$ cat config.mk
export PLATFORM = sky130hd
export DESIGN_NAME = stepper_half_step_positioner_unit
export DESIGN_NICKNAME = d
export VERILOG_FILES = /design/src/rtl/shp_pkg.sv /design/src/rtl/shp_core.sv /design/src/rtl/stepper_half_step_positioner_unit.sv
export SDC_FILE = /design/constraint.sdc
export NUM_CORES = 1
export LEC_CHECK = 0
export BUFFER_PORTS_ARGS = -buffer_cell sky130_fd_sc_hd__buf_4
export CORE_UTILIZATION = 57
export DETAILED_ROUTE_END_ITERATION = 8
export PLACE_DENSITY_LB_ADDON = 0.15
export SYNTH_ARGS = -nofsm -noshare
export SYNTH_HDL_FRONTEND = slang
export SYNTH_HIERARCHICAL = 1
export SYNTH_SLANG_ARGS = --single-unit
$ cat constraint.sdc
create_clock -name clk -period 4.7 [get_ports clk]
set_input_delay 0.47 -clock clk [delete_from_list [all_inputs] [get_ports clk]]
set_output_delay 0.47 -clock clk [all_outputs]
set_load 0.005 [all_outputs]
$ cat src/rtl/shp_pkg.sv
// Shared types and constants for the half-step stepper positioner.
// Item structs, command and register codes, and default sizing.
// No dependencies.
package shp_pkg;

    localparam int POSITION_BITS_DEF = 16;
    localparam int FIELD_POS_BITS    = 16;
    localparam int TABLE_BITS        = 64;
    localparam int CFG_INDEX_BITS    = 1;
    localparam int PHASE_BITS        = 3;

    localparam logic [PHASE_BITS-1:0] PHASE_LAST = 3'd7;
    localparam logic [PHASE_BITS-1:0] PHASE_FIRST = 3'd0;

    localparam logic [1:0] CMD_TICK  = 2'd0;
    localparam logic [1:0] CMD_START = 2'd1;
    localparam logic [1:0] CMD_LOAD  = 2'd2;

    localparam logic [CFG_INDEX_BITS-1:0] CFG_PHASE_TABLE = 1'b0;
    localparam logic [CFG_INDEX_BITS-1:0] CFG_TEST_MODE   = 1'b1;

    typedef struct packed {
        logic [1:0]                command;
        logic [FIELD_POS_BITS-1:0] target_position;
        logic                      forward;
        logic [FIELD_POS_BITS-1:0] new_position;
    } cmd_item_t;

    typedef struct packed {
        logic [7:0]                coil_drive;
        logic [FIELD_POS_BITS-1:0] position;
        logic [PHASE_BITS-1:0]     phase_index;
        logic                      moving;
        logic                      arrived;
    } res_item_t;

    typedef struct packed {
        logic [TABLE_BITS-1:0] phase_table;
        logic                  test_mode;
    } cfg_t;

endpackage

$ cat src/rtl/shp_core.sv
// Motion state of the positioner: phase, position, goal, run/arrived flags, coils.
// Updates once per fired item and presents the resulting item combinationally.
// Depends on shp_pkg.
module shp_core
    import shp_pkg::*;
#(
    parameter int POSITION_BITS = POSITION_BITS_DEF
)
(
    input  logic      clk,
    input  logic      rst_n,
    input  logic      fire,
    input  cmd_item_t item,
    input  cfg_t      cfg,
    output res_item_t result
);

    logic [PHASE_BITS-1:0]    phase_reg,   phase_next;
    logic [POSITION_BITS-1:0] pos_reg,     pos_next;
    logic [POSITION_BITS-1:0] goal_reg,    goal_next;
    logic                     dir_reg,     dir_next;
    logic                     run_reg,     run_next;
    logic                     done_reg,    done_next;
    logic [7:0]               drive_reg,   drive_next;

    always_comb
    begin
        phase_next = phase_reg;
        pos_next   = pos_reg;
        goal_next  = goal_reg;
        dir_next   = dir_reg;
        run_next   = run_reg;
        done_next  = done_reg;
        drive_next = drive_reg;
        case (item.command)
            CMD_TICK:
            begin
                if (run_reg)
                begin
                    if (pos_reg != goal_reg)
                    begin
                        drive_next = cfg.phase_table[{phase_reg, 3'b000} +: 8];
                        if (dir_reg)
                        begin
                            phase_next = (phase_reg == PHASE_LAST) ? PHASE_FIRST
                                                                   : phase_reg + 1'b1;
                            pos_next   = pos_reg + 1'b1;
                        end
                        else
                        begin
                            phase_next = (phase_reg == PHASE_FIRST) ? PHASE_LAST
                                                                    : phase_reg - 1'b1;
                            // reverse saturates at zero
                            if (pos_reg != '0)
                            begin
                                pos_next = pos_reg - 1'b1;
                            end
                        end
                    end
                    else
                    begin
                        run_next   = 1'b0;
                        drive_next = '0;
                        done_next  = 1'b1;
                    end
                end
                else if (!cfg.test_mode)
                begin
                    drive_next = '0;
                    phase_next = PHASE_FIRST;
                end
            end
            CMD_START:
            begin
                goal_next = POSITION_BITS'(item.target_position);
                dir_next  = item.forward;
                run_next  = 1'b1;
                done_next = 1'b0;
            end
            CMD_LOAD:
            begin
                pos_next = POSITION_BITS'(item.new_position);
            end
            default:
            begin
                // unused code: report only
            end
        endcase
    end

    always_ff @(posedge clk or negedge rst_n)
    begin
        if (!rst_n)
        begin
            phase_reg <= '0;
            pos_reg   <= '0;
            goal_reg  <= '0;
            dir_reg   <= 1'b0;
            run_reg   <= 1'b0;
            done_reg  <= 1'b0;
            drive_reg <= '0;
        end
        else if (fire)
        begin
            phase_reg <= phase_next;
            pos_reg   <= pos_next;
            goal_reg  <= goal_next;
            dir_reg   <= dir_next;
            run_reg   <= run_next;
            done_reg  <= done_next;
            drive_reg <= drive_next;
        end
    end

    assign result.coil_drive  = drive_next;
    assign result.position    = FIELD_POS_BITS'(pos_next);
    assign result.phase_index = phase_next;
    assign result.moving      = run_next;
    assign result.arrived     = done_next;

endmodule

$ cat src/rtl/stepper_half_step_positioner_unit.sv
// Top level of the half-step stepper positioner.
// Input register, shp_core motion logic, result register, config registers.
// Depends on shp_pkg and shp_core.
//
// Usage:
//   Command items (tick, start move, load position) enter on cmd_valid/cmd_stall;
//   an item is taken on a clock edge with cmd_valid high and cmd_stall low.
//   Every command item yields exactly one result item on res_valid/res_stall,
//   taken on an edge with res_valid high and res_stall low.
//   Path: an accepted item passes the input register, then the result
//   register, where res_valid rises and the result can be taken.
//   Throughput: one item per clock while res_stall is low; the motion state
//   update is a single compare, increment/decrement and 8-way phase table byte select.
//   Receiver stall: the result register holds its item, the input register
//   fills, and cmd_stall rises once both are occupied. Nothing is dropped.
//   Configuration: cfg_write with cfg_index 0 loads the 64-bit phase table,
//   index 1 loads test mode from cfg_data[0]. Write only while no items are
//   in flight.
//   Reset (rst_n low, asynchronous): motion state, flags, coils and config
//   clear to zero; both pipeline stages empty.
module stepper_half_step_positioner_unit
    import shp_pkg::*;
#(
    parameter int POSITION_BITS = POSITION_BITS_DEF
)
(
    input  logic                      clk,
    input  logic                      rst_n,
    input  logic                      cmd_valid,
    output logic                      cmd_stall,
    input  cmd_item_t                 cmd_item,
    output logic                      res_valid,
    input  logic                      res_stall,
    output res_item_t                 res_item,
    input  logic                      cfg_write,
    input  logic [CFG_INDEX_BITS-1:0] cfg_index,
    input  logic [TABLE_BITS-1:0]     cfg_data
);

    cfg_t      cfg_reg;
    logic      s1_valid_reg;
    cmd_item_t s1_item_reg;
    logic      res_valid_reg;
    res_item_t res_item_reg;
    res_item_t core_result;
    logic      advance;
    logic      fire;

    // pipeline moves when the result slot is free or being drained
    assign advance   = !res_valid_reg || !res_stall;
    assign fire      = advance && s1_valid_reg;
    assign cmd_stall = s1_valid_reg && !advance;

    always_ff @(posedge clk or negedge rst_n)
    begin
        if (!rst_n)
        begin
            cfg_reg <= '0;
        end
        else if (cfg_write)
        begin
            case (cfg_index)
                CFG_PHASE_TABLE: cfg_reg.phase_table <= cfg_data;
                CFG_TEST_MODE:   cfg_reg.test_mode   <= cfg_data[0];
                default:         cfg_reg             <= cfg_reg;
            endcase
        end
    end

    always_ff @(posedge clk or negedge rst_n)
    begin
        if (!rst_n)
        begin
            s1_valid_reg  <= 1'b0;
            res_valid_reg <= 1'b0;
        end
        else
        begin
            // an empty input stage takes an item even while the result waits
            if (!cmd_stall)
            begin
                s1_valid_reg <= cmd_valid;
            end
            if (advance)
            begin
                res_valid_reg <= s1_valid_reg;
            end
        end
    end

    always_ff @(posedge clk)
    begin
        if (!cmd_stall)
        begin
            s1_item_reg <= cmd_item;
        end
        if (fire)
        begin
            res_item_reg <= core_result;
        end
    end

    shp_core #(
        .POSITION_BITS (POSITION_BITS)
    ) u_core (
        .clk    (clk),
        .rst_n  (rst_n),
        .fire   (fire),
        .item   (s1_item_reg),
        .cfg    (cfg_reg),
        .result (core_result)
    );

    assign res_valid = res_valid_reg;
    assign res_item  = res_item_reg;

    // a move in progress and arrival are mutually exclusive
    a_moving_not_arrived: assert property (@(posedge clk) disable iff (!rst_n)
        res_valid_reg |-> !(res_item_reg.moving && res_item_reg.arrived))
        else $error("moving and arrived both set");

    // a fired item always lands in the result register
    a_fire_lands: assert property (@(posedge clk) disable iff (!rst_n)
        fire |=> res_valid_reg)
        else $error("fired item lost");

    // input side stalls only when the input stage is occupied and blocked
    a_stall_cause: assert property (@(posedge clk) disable iff (!rst_n)
        cmd_stall |-> (s1_valid_reg && res_valid_reg && res_stall))
        else $error("input stalled without cause");

endmodule

Yosys cells after proc, flatten, opt, wreduce, memory -nomap -nowiden

Index checks and enable logic that the tools add are counted.
W data, S select, Z words.

Add/subtract/negate cells: 4
Multiply operators: 0
Divide/modulo/power cells: 0
Order comparisons: 0
Eq/ne operators: 4
Shift operators: 1
Muxes and demuxes: 22
Bitwise gates (word level): 1
Reductions and logical operators: 12

Operators by type and width:

| operator                | count |
|---|---|
| $mux W16                | 4 |
| $shiftx A64 B7 Y8       | 1 |
| $mux W8                 | 4 |
| $pmux W16 S2            | 1 |
| $mux W3                 | 7 |
| $add A16 B1 Y16 const B | 1 |
| $ne A16 B16 Y1          | 1 |
| $reduce_bool A16 Y1     | 1 |
| $sub A16 B1 Y16 const B | 1 |
| $reduce_and A2 Y1       | 3 |
| $mux W1                 | 4 |
| $pmux W1 S2             | 2 |
| $add A3 B1 Y3 const B   | 1 |
| $eq A3 B3 Y1 const B    | 1 |
| $logic_not A1 Y1        | 3 |
| $logic_not A3 Y1        | 1 |
| $sub A3 B1 Y3 const B   | 1 |
| $eq A2 B1 Y1 const B    | 1 |
| $eq A2 B2 Y1 const B    | 1 |
| $logic_and A1 B1 Y1     | 2 |
| $logic_not A2 Y1        | 1 |
| $logic_or A1 B1 Y1      | 1 |
| $not A1 Y1              | 1 |

Register bits: 177
Latch bits: 0
Bits in writable memories: 0
ROM bits: 0
Output and inout bits: 31
Memories kept: 0

Logic depth before layout (Yosys ltp)

Gate-level depths: netlist of the first run.

Depth in word-level cells: 6
Gate-level depth with buffers: 9

Modules after synthesis

The synthesis of the first run kept the hierarchy.

By module, submodules not included:

| module                            | instances | cells each | area an instance (um^2) | seq. area each (um^2) |
|---|---|---|---|---|
| stepper_half_step_positioner_unit | 1         | 210        | 4743.3                  | 3598.5 |
| shp_core                          | 1         | 458        | 4026.4                  | 1151.1 |

Worst setup path before layout of the first run

Ideal clock, no wire load.

Path type: input to register
Start point: in res_stall
End point: reg u_core.pos_reg[1]
Arrival time: 3.911 ns
Slack: 0.660 ns
Cell stages on the path: 8
Path through: a21boi_0 > clkbuf_1 > nor2b_1 > clkbuf_1 > clkbuf_1 > o21ai_0 > a31oi_1 > o21ai_0

Longest elaborated chain between the ends: 3

RTL lines:

| item                   | RTL line                                | RTL |
|---|---|---|
| start: declaration     | stepper_half_step_positioner_unit.sv:33 | `input logic res_stall,` |
| $logic_not A1 Y1       | stepper_half_step_positioner_unit.sv:50 | `assign advance = !res_valid_reg \|\| !res_stall;` |
| $logic_or A1 B1 Y1     | stepper_half_step_positioner_unit.sv:50 |  |
| $logic_and A1 B1 Y1    | stepper_half_step_positioner_unit.sv:51 | `assign fire = advance && s1_valid_reg;` |
| end signal: assignment | shp_core.sv:106                         | `pos_reg <= pos_next;` |
| end: declaration       | shp_core.sv:19                          | `logic [POSITION_BITS-1:0] pos_reg, pos_next;` |

Every way passes these cells.
A chain may end at the register's enable or synchronous reset.

Worst setup path after layout of the first run

Start point: reg s1_item_reg[33] (netlist name)
End point: reg u_core.goal_reg[2]

Longest elaborated chain between the ends: 2

RTL lines:

| item                        | RTL line                                | RTL |
|---|---|---|
| start: declaration          | stepper_half_step_positioner_unit.sv:42 | `cmd_item_t s1_item_reg;` |
| start signal: assignment    | stepper_half_step_positioner_unit.sv:95 | `s1_item_reg <= cmd_item;` |
| $eq A2 B1 Y1                | shp_core.sv:35                          | `case (item.command)` |
| $reduce_and A2 Y1 (no line) | -                                       |  |
| end signal: assignment      | shp_core.sv:107                         | `goal_reg <= goal_next;` |
| end: declaration            | shp_core.sv:20                          | `logic [POSITION_BITS-1:0] goal_reg, goal_next;` |

Every way passes these cells.

==> metrics.md, run 1 <==
| Metric | Value |
|---|---|
| Status | completed |
| DRT Pass-1 Iters | 5 |
| Final setup TNS | 0 ps |
| Routed WL | 20.0 mm |
| Sequential Power Share | 0.465 |
| Num ports | 136 |
| Min-delay worst type | input pin to async pin |
| Reg clk slew, reported paths | 60 ps |
| Die height | 126 um |
| Slew margin rel. | 0.205 |
| DIE WIDTH | 126 um |
| Critical path class | flip-flop to flip-flop |
| Initial antenna violation count | 0 |
| Post-detail-place hpwl | 13.9 mm |
| Critical path capture point type | flip-flop |
| Antenna diode count | 0 |
| Total power divided by cell area | 479 mW/mm^2 |
| Post-synth cell types | 65 |
| Post-Syn Instances | 668 |
| Cells after DPL | 944 |
| Area growth, synth to finish | 17.3% |
| Clock buffer depth | 2 |
| Switching pwr | 1.53 mW |
| Hold_buf cts | 0 |
| Most used flip-flop cell after synthesis | dfrtp_1 |
| Max reg flops | 65 |
| Share of layout cells above drive strength 1 | 0.355 |
| Leakage power | 4.39 nW |
| Synth area leader | dfrtp_1 |
| Yosys top cell area share | 0.322 |
| Routed WL per cell | 20.5 um |
| Synth Net Count | 780 |
| Critical Path Start Type | flip-flop |
| Final Hold Viols | 0 |
| Fin util | 0.697 |
| CP delay by family, top | flip-flops |
| Area of the multi-input gates | 0.00363 sq mm |
| Max Freq | 356 MHz |
| CP Cell Sequence | clkinv_1 > nor2_1 > nand2_1 > mux2_2 |
| GRT Overall Usage | 0.269 |
| CP peak stage delay | 890 ps |
| Cells taking the most area after synthesis | dfrtp_1 (32%), edfxtp_1 (22%), mux2_4 (10%), mux4_2 (4.1%), mux2_2 (2.8%) |
| Setup Skew | 10.5 ps |
| Asr flop ratio synth | 0.638 |
| Logic pwr share | 0.260 |
| Worst-Margin Slew | 1190 ps |
| Worst path slowest cell | edfxtp_1 |
| PostCTS Resize Cnt | 0 |
| Port Buffers | 135 |
| Clock latency at the later pin of the worst-skew pair | 430 ps |
| Num CTS Buffers | 17 |
| Initial DRC count | 653 |
| Critical path buffers and inverters | 1 |
| Avg Inst Size Synth | 13.1 sq um |
| Total gr overflow | 0 |
| R2r startpoint | s1_item_reg[33] |
| CP required | 5000 ps |
| Drt via density | 6.18 |
| Core Region | 0.0148 sq mm |
| Clock power share | 0.274 |
| Final period utilization | 0.597 |
| Max-cap violations | 0 |
| VDD IR max | 364 uV |
| Post-synth EDFFs | 64 |
| CP arrival | 3110 ps |
| GPL Wtd Cong | 0.939 |
| Register area share after synthesis | 0.542 |
| #FFs+latches synth | 177 |
| Starting density of the core | 0.594 |
| Post-DRT Antenna Nets | 0 |
| Post-Synthesis Cell Area | 0.00877 sq mm |
| Via count | 6034 |
| Post-CTS Repair Setup Buffers | 0 |
| RSZ-0062 raised after global routing | no |
| Final Critical Period | 2810 ps |
| DR DRC count | 0 |
| Commonest cells post-synth | dfrtp_1 (113), edfxtp_1 (64), mux2_4 (60) |
| Switching Fraction | 0.310 |
| Final Max Tran Viols | 0 |
| Fin cells | 976 |
| Crit. Startpoint | s1_item_reg[33] |
| Pint | 3.40 mW |
| Fill cells | 1059 |
| Row count | 44 |
| PnR Total Power | 4.93 mW |
| CTS root buf | clkbuf_16 |
| Vias in the first global route | 6099 |
| Crit path max fanout | 22 |
| # clock sinks | 177 |
| Pin count of the biggest net entering global routing | 62 |
| First-pass GRT wire length | 32.5 mm |
| Ys Warns | 6 |
| Register area | 0.00475 sq mm |
| Most frequent cell after synthesis | dfrtp_1 |
| CTS tree | done |
| Final Setup Violations | 0 |
| Die area | 0.0159 sq mm |
| H-tree depth | 4 |
| Final net count | 891 |
==> cell usage in the layout (no fill, tap or decap), types with 13 or more instances in the layout <==
cell / netlist / layout
clkbuf_16: 0 / 17
inv_1: 13 / 13
nand3_1: 27 / 26
mux2_2: 22 / 22
nor3_1: 23 / 23
xnor2_1: 16 / 16
buf_4: 3 / 142
dfrtp_1: 113 / 113
nor2_1: 24 / 24
o21ai_0: 27 / 27
edfxtp_1: 64 / 64
mux2i_1: 20 / 20
mux4_2: 16 / 16
nand2_1: 40 / 40
a21oi_1: 18 / 18
mux2_4: 60 / 60
==> through the flow <==
| stage | hold WS [ps] | setup WS [ps] | instance area (sq um) |
|---|---|---|---|
| after global placement | 461 | 2070 | 9740 |
| after CTS | 167 | 1900 | 10300 |
| final | 142 | 1890 | 10300 |
| after detailed placement | 467 | 1910 | 9740 |
| after floorplan | 174 | 660 | 8770 |
| after global routing | 199 | 1660 | 10300 |
==> area by class of cell <==
class	instances	area share
clock inverters	10	0.0107
multi-input cells	426	0.353
clock buffers	22	0.0432
well taps	184	0.0224
repair buffers	142	0.104
flip-flops and latches	177	0.462
inverters	15	0.00547
==> per-layer routing <==
layer,track usage,part of all wire
met2,0.387,0.45
met3,0.0671,0.079
met4,0.0893,0.016
met1,0.401,0.46
met5,0,0
==> path summary, 6_finish.rpt <==
kind                                       end  cells past startpoint  slack, ps
min reg2reg                 u_core/goal_reg[6]                      1        480
max in group asynchronous  u_core/drive_reg[1]                      2       3390
max                         u_core/goal_reg[2]                      4       1890
min                               s1_valid_reg                      1        140
min in group clk                s1_item_reg[9]                      1        220
max reg2reg                 u_core/goal_reg[2]                      4       1890
==> kinds of logic after synthesis <==
| logic type | Yosys count | share of synthesized area |
|---|---|---|
| AOI/OAI and AO/OA | 111 | 0.0843 |
| xor gates and xnor gates | 17 | 0.0170 |
| adders and majority gates | 7 | 0.00999 |
| buffers and inverters | 65 | 0.0459 |
| DFF | 177 | 0.542 |
| muxes | 118 | 0.195 |
| and+or+nand+nor | 173 | 0.106 |
==> power by group through the flow <==
stage	combinational [mW]	sequential (mW)	clock, mW
after detailed placement	1.28	2.31	0
after floorplan	1.08	2.08	0
after global routing	1.40	2.34	1.44
final	1.28	2.29	1.35
after global placement	1.23	2.29	0
after CTS	1.28	2.29	1.37
Note: power is estimated with default switching activity, not from simulation.
==> run 2: changes to the inputs <==
- clock period: 4.7 -> 2.89 ns (I/O delays scaled with it)
==> run 2 against run 1 <==
Register-to-register slack lost 1600 ps. Highest routed layer unchanged. Non-clock buffer count grew 23. First-iteration DRC count shrank 22%. Die area is the same. Total power grew 67%.
==> metrics.md, run 2 (same netlist as run 1, synthesis figures left out) <==
| Metric | Value |
|---|---|
| Num CTS Buffers | 17 |
| Max Freq | 392 MHz |
| Clock buffer depth | 2 |
| Starting density of the core | 0.594 |
| Most common cell after layout, fill and taps aside | buf_4 |
| Most frequent cells in the layout | buf_4 (162), dfrtp_1 (113), edfxtp_1 (64) |
| VDD IR max | 543 uV |
| First-pass GRT wire length | 34.9 mm |
| Vias in the first global route | 6309 |
| Critical path class | flip-flop to flip-flop |
| Antenna diode count | 0 |
| Sequential Power Share | 0.440 |
| Routed WL per cell | 21.9 um |
| Final net count | 914 |
| DIE WIDTH | 126 um |
| DRT Pass-1 Iters | 5 |
| Core Region | 0.0148 sq mm |
| Crit path max fanout | 13 |
| Switching pwr | 2.74 mW |
| Via count | 6200 |
| Final Hold Viols | 0 |
| Drt via density | 6.21 |
| Final Max Tran Viols | 0 |
| Pint | 5.47 mW |
| Critical path capture point type | flip-flop |
| R2r startpoint | u_core/pos_reg[6] |
| R2R Path End | res_item[28] |
| Initial antenna violation count | 0 |
| Setup slack, reg-to-reg | 340 ps |
| RSZ-0062 raised after global routing | no |
| Pin count of the biggest net entering global routing | 65 |
| Max reg flops | 65 |
| H-tree depth | 4 |
| Die area | 0.0159 sq mm |
| CP arrival | 2690 ps |
| GPL Wtd Cong | 0.935 |
| Slew margin rel. | 0.387 |
| Row count | 44 |
| Worst Hold Launch | cmd_item[28] |
| CTS root buf | clkbuf_16 |
| Worst-Margin Slew | 916 ps |
| Depth of the worst hold-timing path | 1 |
| Reg clk slew, reported paths | 70 ps |
| Post-DRT Antenna Nets | 0 |
| Worst reg2reg path depth | 5 |
| Max-cap violations | 0 |
| Fin Hold WS | 25.9 ps |
| CTS tree | done |
| Routed WL | 21.9 mm |
| Final Setup Violations | 0 |
| Die height | 126 um |
| Clock power share | 0.271 |
| Total power divided by cell area | 782 mW/mm^2 |
| Final period utilization | 0.882 |
| CP required | 3030 ps |
| Worst hold endpoint | s1_item_reg[28] |
| Leakage power | 4.52 nW |
| Final Critical Period | 2550 ps |
| Logic pwr share | 0.289 |
| DR DRC count | 0 |
| Area growth, synth to finish | 19.7% |
| Status | completed |
| PostCTS Resize Cnt | 0 |
| GRT Overall Usage | 0.292 |
| Port Buffers | 135 |
| Switching Fraction | 0.334 |
| Final setup TNS | 0 ps |
| Initial DRC count | 511 |
| Num ports | 136 |
| Clock latency at the later pin of the worst-skew pair | 430 ps |
| Share of layout cells above drive strength 1 | 0.380 |
| Fill cells | 1023 |
| Setup Skew | 16.6 ps |
| Min-delay worst type | input pin to flip-flop |
| Total gr overflow | 0 |
| Post-CTS Repair Setup Buffers | 0 |
| Critical Path Start Type | flip-flop |
| # clock sinks | 177 |
| Crit. Startpoint | u_core/pos_reg[6] |
| Post-detail-place hpwl | 15.6 mm |
[run 2: cell count changes in the layout (fill, tap and decap cells not counted), sizes merged]
cell and change:
buf +22, clkinv +1, clkbuf -5, bufinv -2, inv +7, dlygate4sd3 +1, clkinvlp -1
[run 2: how the worst max path moves through the flow]
stage / endpoint / cells past startpoint / slack (ps)
6_report: res_item[28] / 5 / 340
5_1_grt: res_item[0] / 6 / 220
2_1_floorplan: u_core/pos_reg[1] / 8 / 260
4_1_cts: res_item[28] / 5 / 390
3_3_place_gp: res_item[28] / 5 / 440
3_5_place_dp: res_item[22] / 5 / 410
[run 2: power groups by stage]
stage	Combinational [mW]	Sequential [mW]	Clock [mW]
after floorplan	1.75	3.38	0
after global placement	2.27	3.61	0
after detailed placement	2.34	3.65	0
after CTS	2.35	3.60	2.27
after global routing	2.56	3.67	2.35
final	2.37	3.62	2.23
[run 2: critical path, cell delays in order, from the launching register on]
cell	delay, ps
dfrtp_1	690
xnor2_1	180
nand4_1	250
o41a_1	580
nand2_1	330
o21ai_0	230
[run 2: per-layer routing]
layer	part of all wire	track usage	vias to the layer above
met1	0.45	0.428	3115
met2	0.46	0.446	285
met3	0.073	0.0552	32
met4	0.015	0.0829	0
li1	-	-	2768
met5	0	0	-
[run 2: area by class of cell]
class | count | area [sq um] | share of cell area
Multi-Input combinational cell | 426 | 3630 | 0.346
Inverter | 15 | 56.3 | 0.00536
Clock buffer | 17 | 425 | 0.0405
Sequential cell | 177 | 4750 | 0.452
Timing Repair Buffer | 165 | 1270 | 0.121
Clock inverter | 15 | 140 | 0.0133
Tap cell | 184 | 230 | 0.0219
[run 2: through the flow]
step | cells | setup WS, ps | power [mW] | utilization | cell area (sq um)
6_report | 999 | 342 | 8.21 | 0.712 | 10500
5_1_grt | 999 | 223 | 8.59 | 0.712 | 10500
4_1_cts | 999 | 394 | 8.22 | 0.712 | 10500
2_1_floorplan | 668 | 260 | 5.13 | - | 8770
3_5_place_dp | 966 | 414 | 5.99 | 0.673 | 9930
3_3_place_gp | 966 | 439 | 5.88 | 0.673 | 9930
[run 2: repair_timing]
action | CTS | global route
endpoints found under the hold margin | 54 | 0
hold buffers | 1 | 0
setup endpoints to repair | 0 | 0
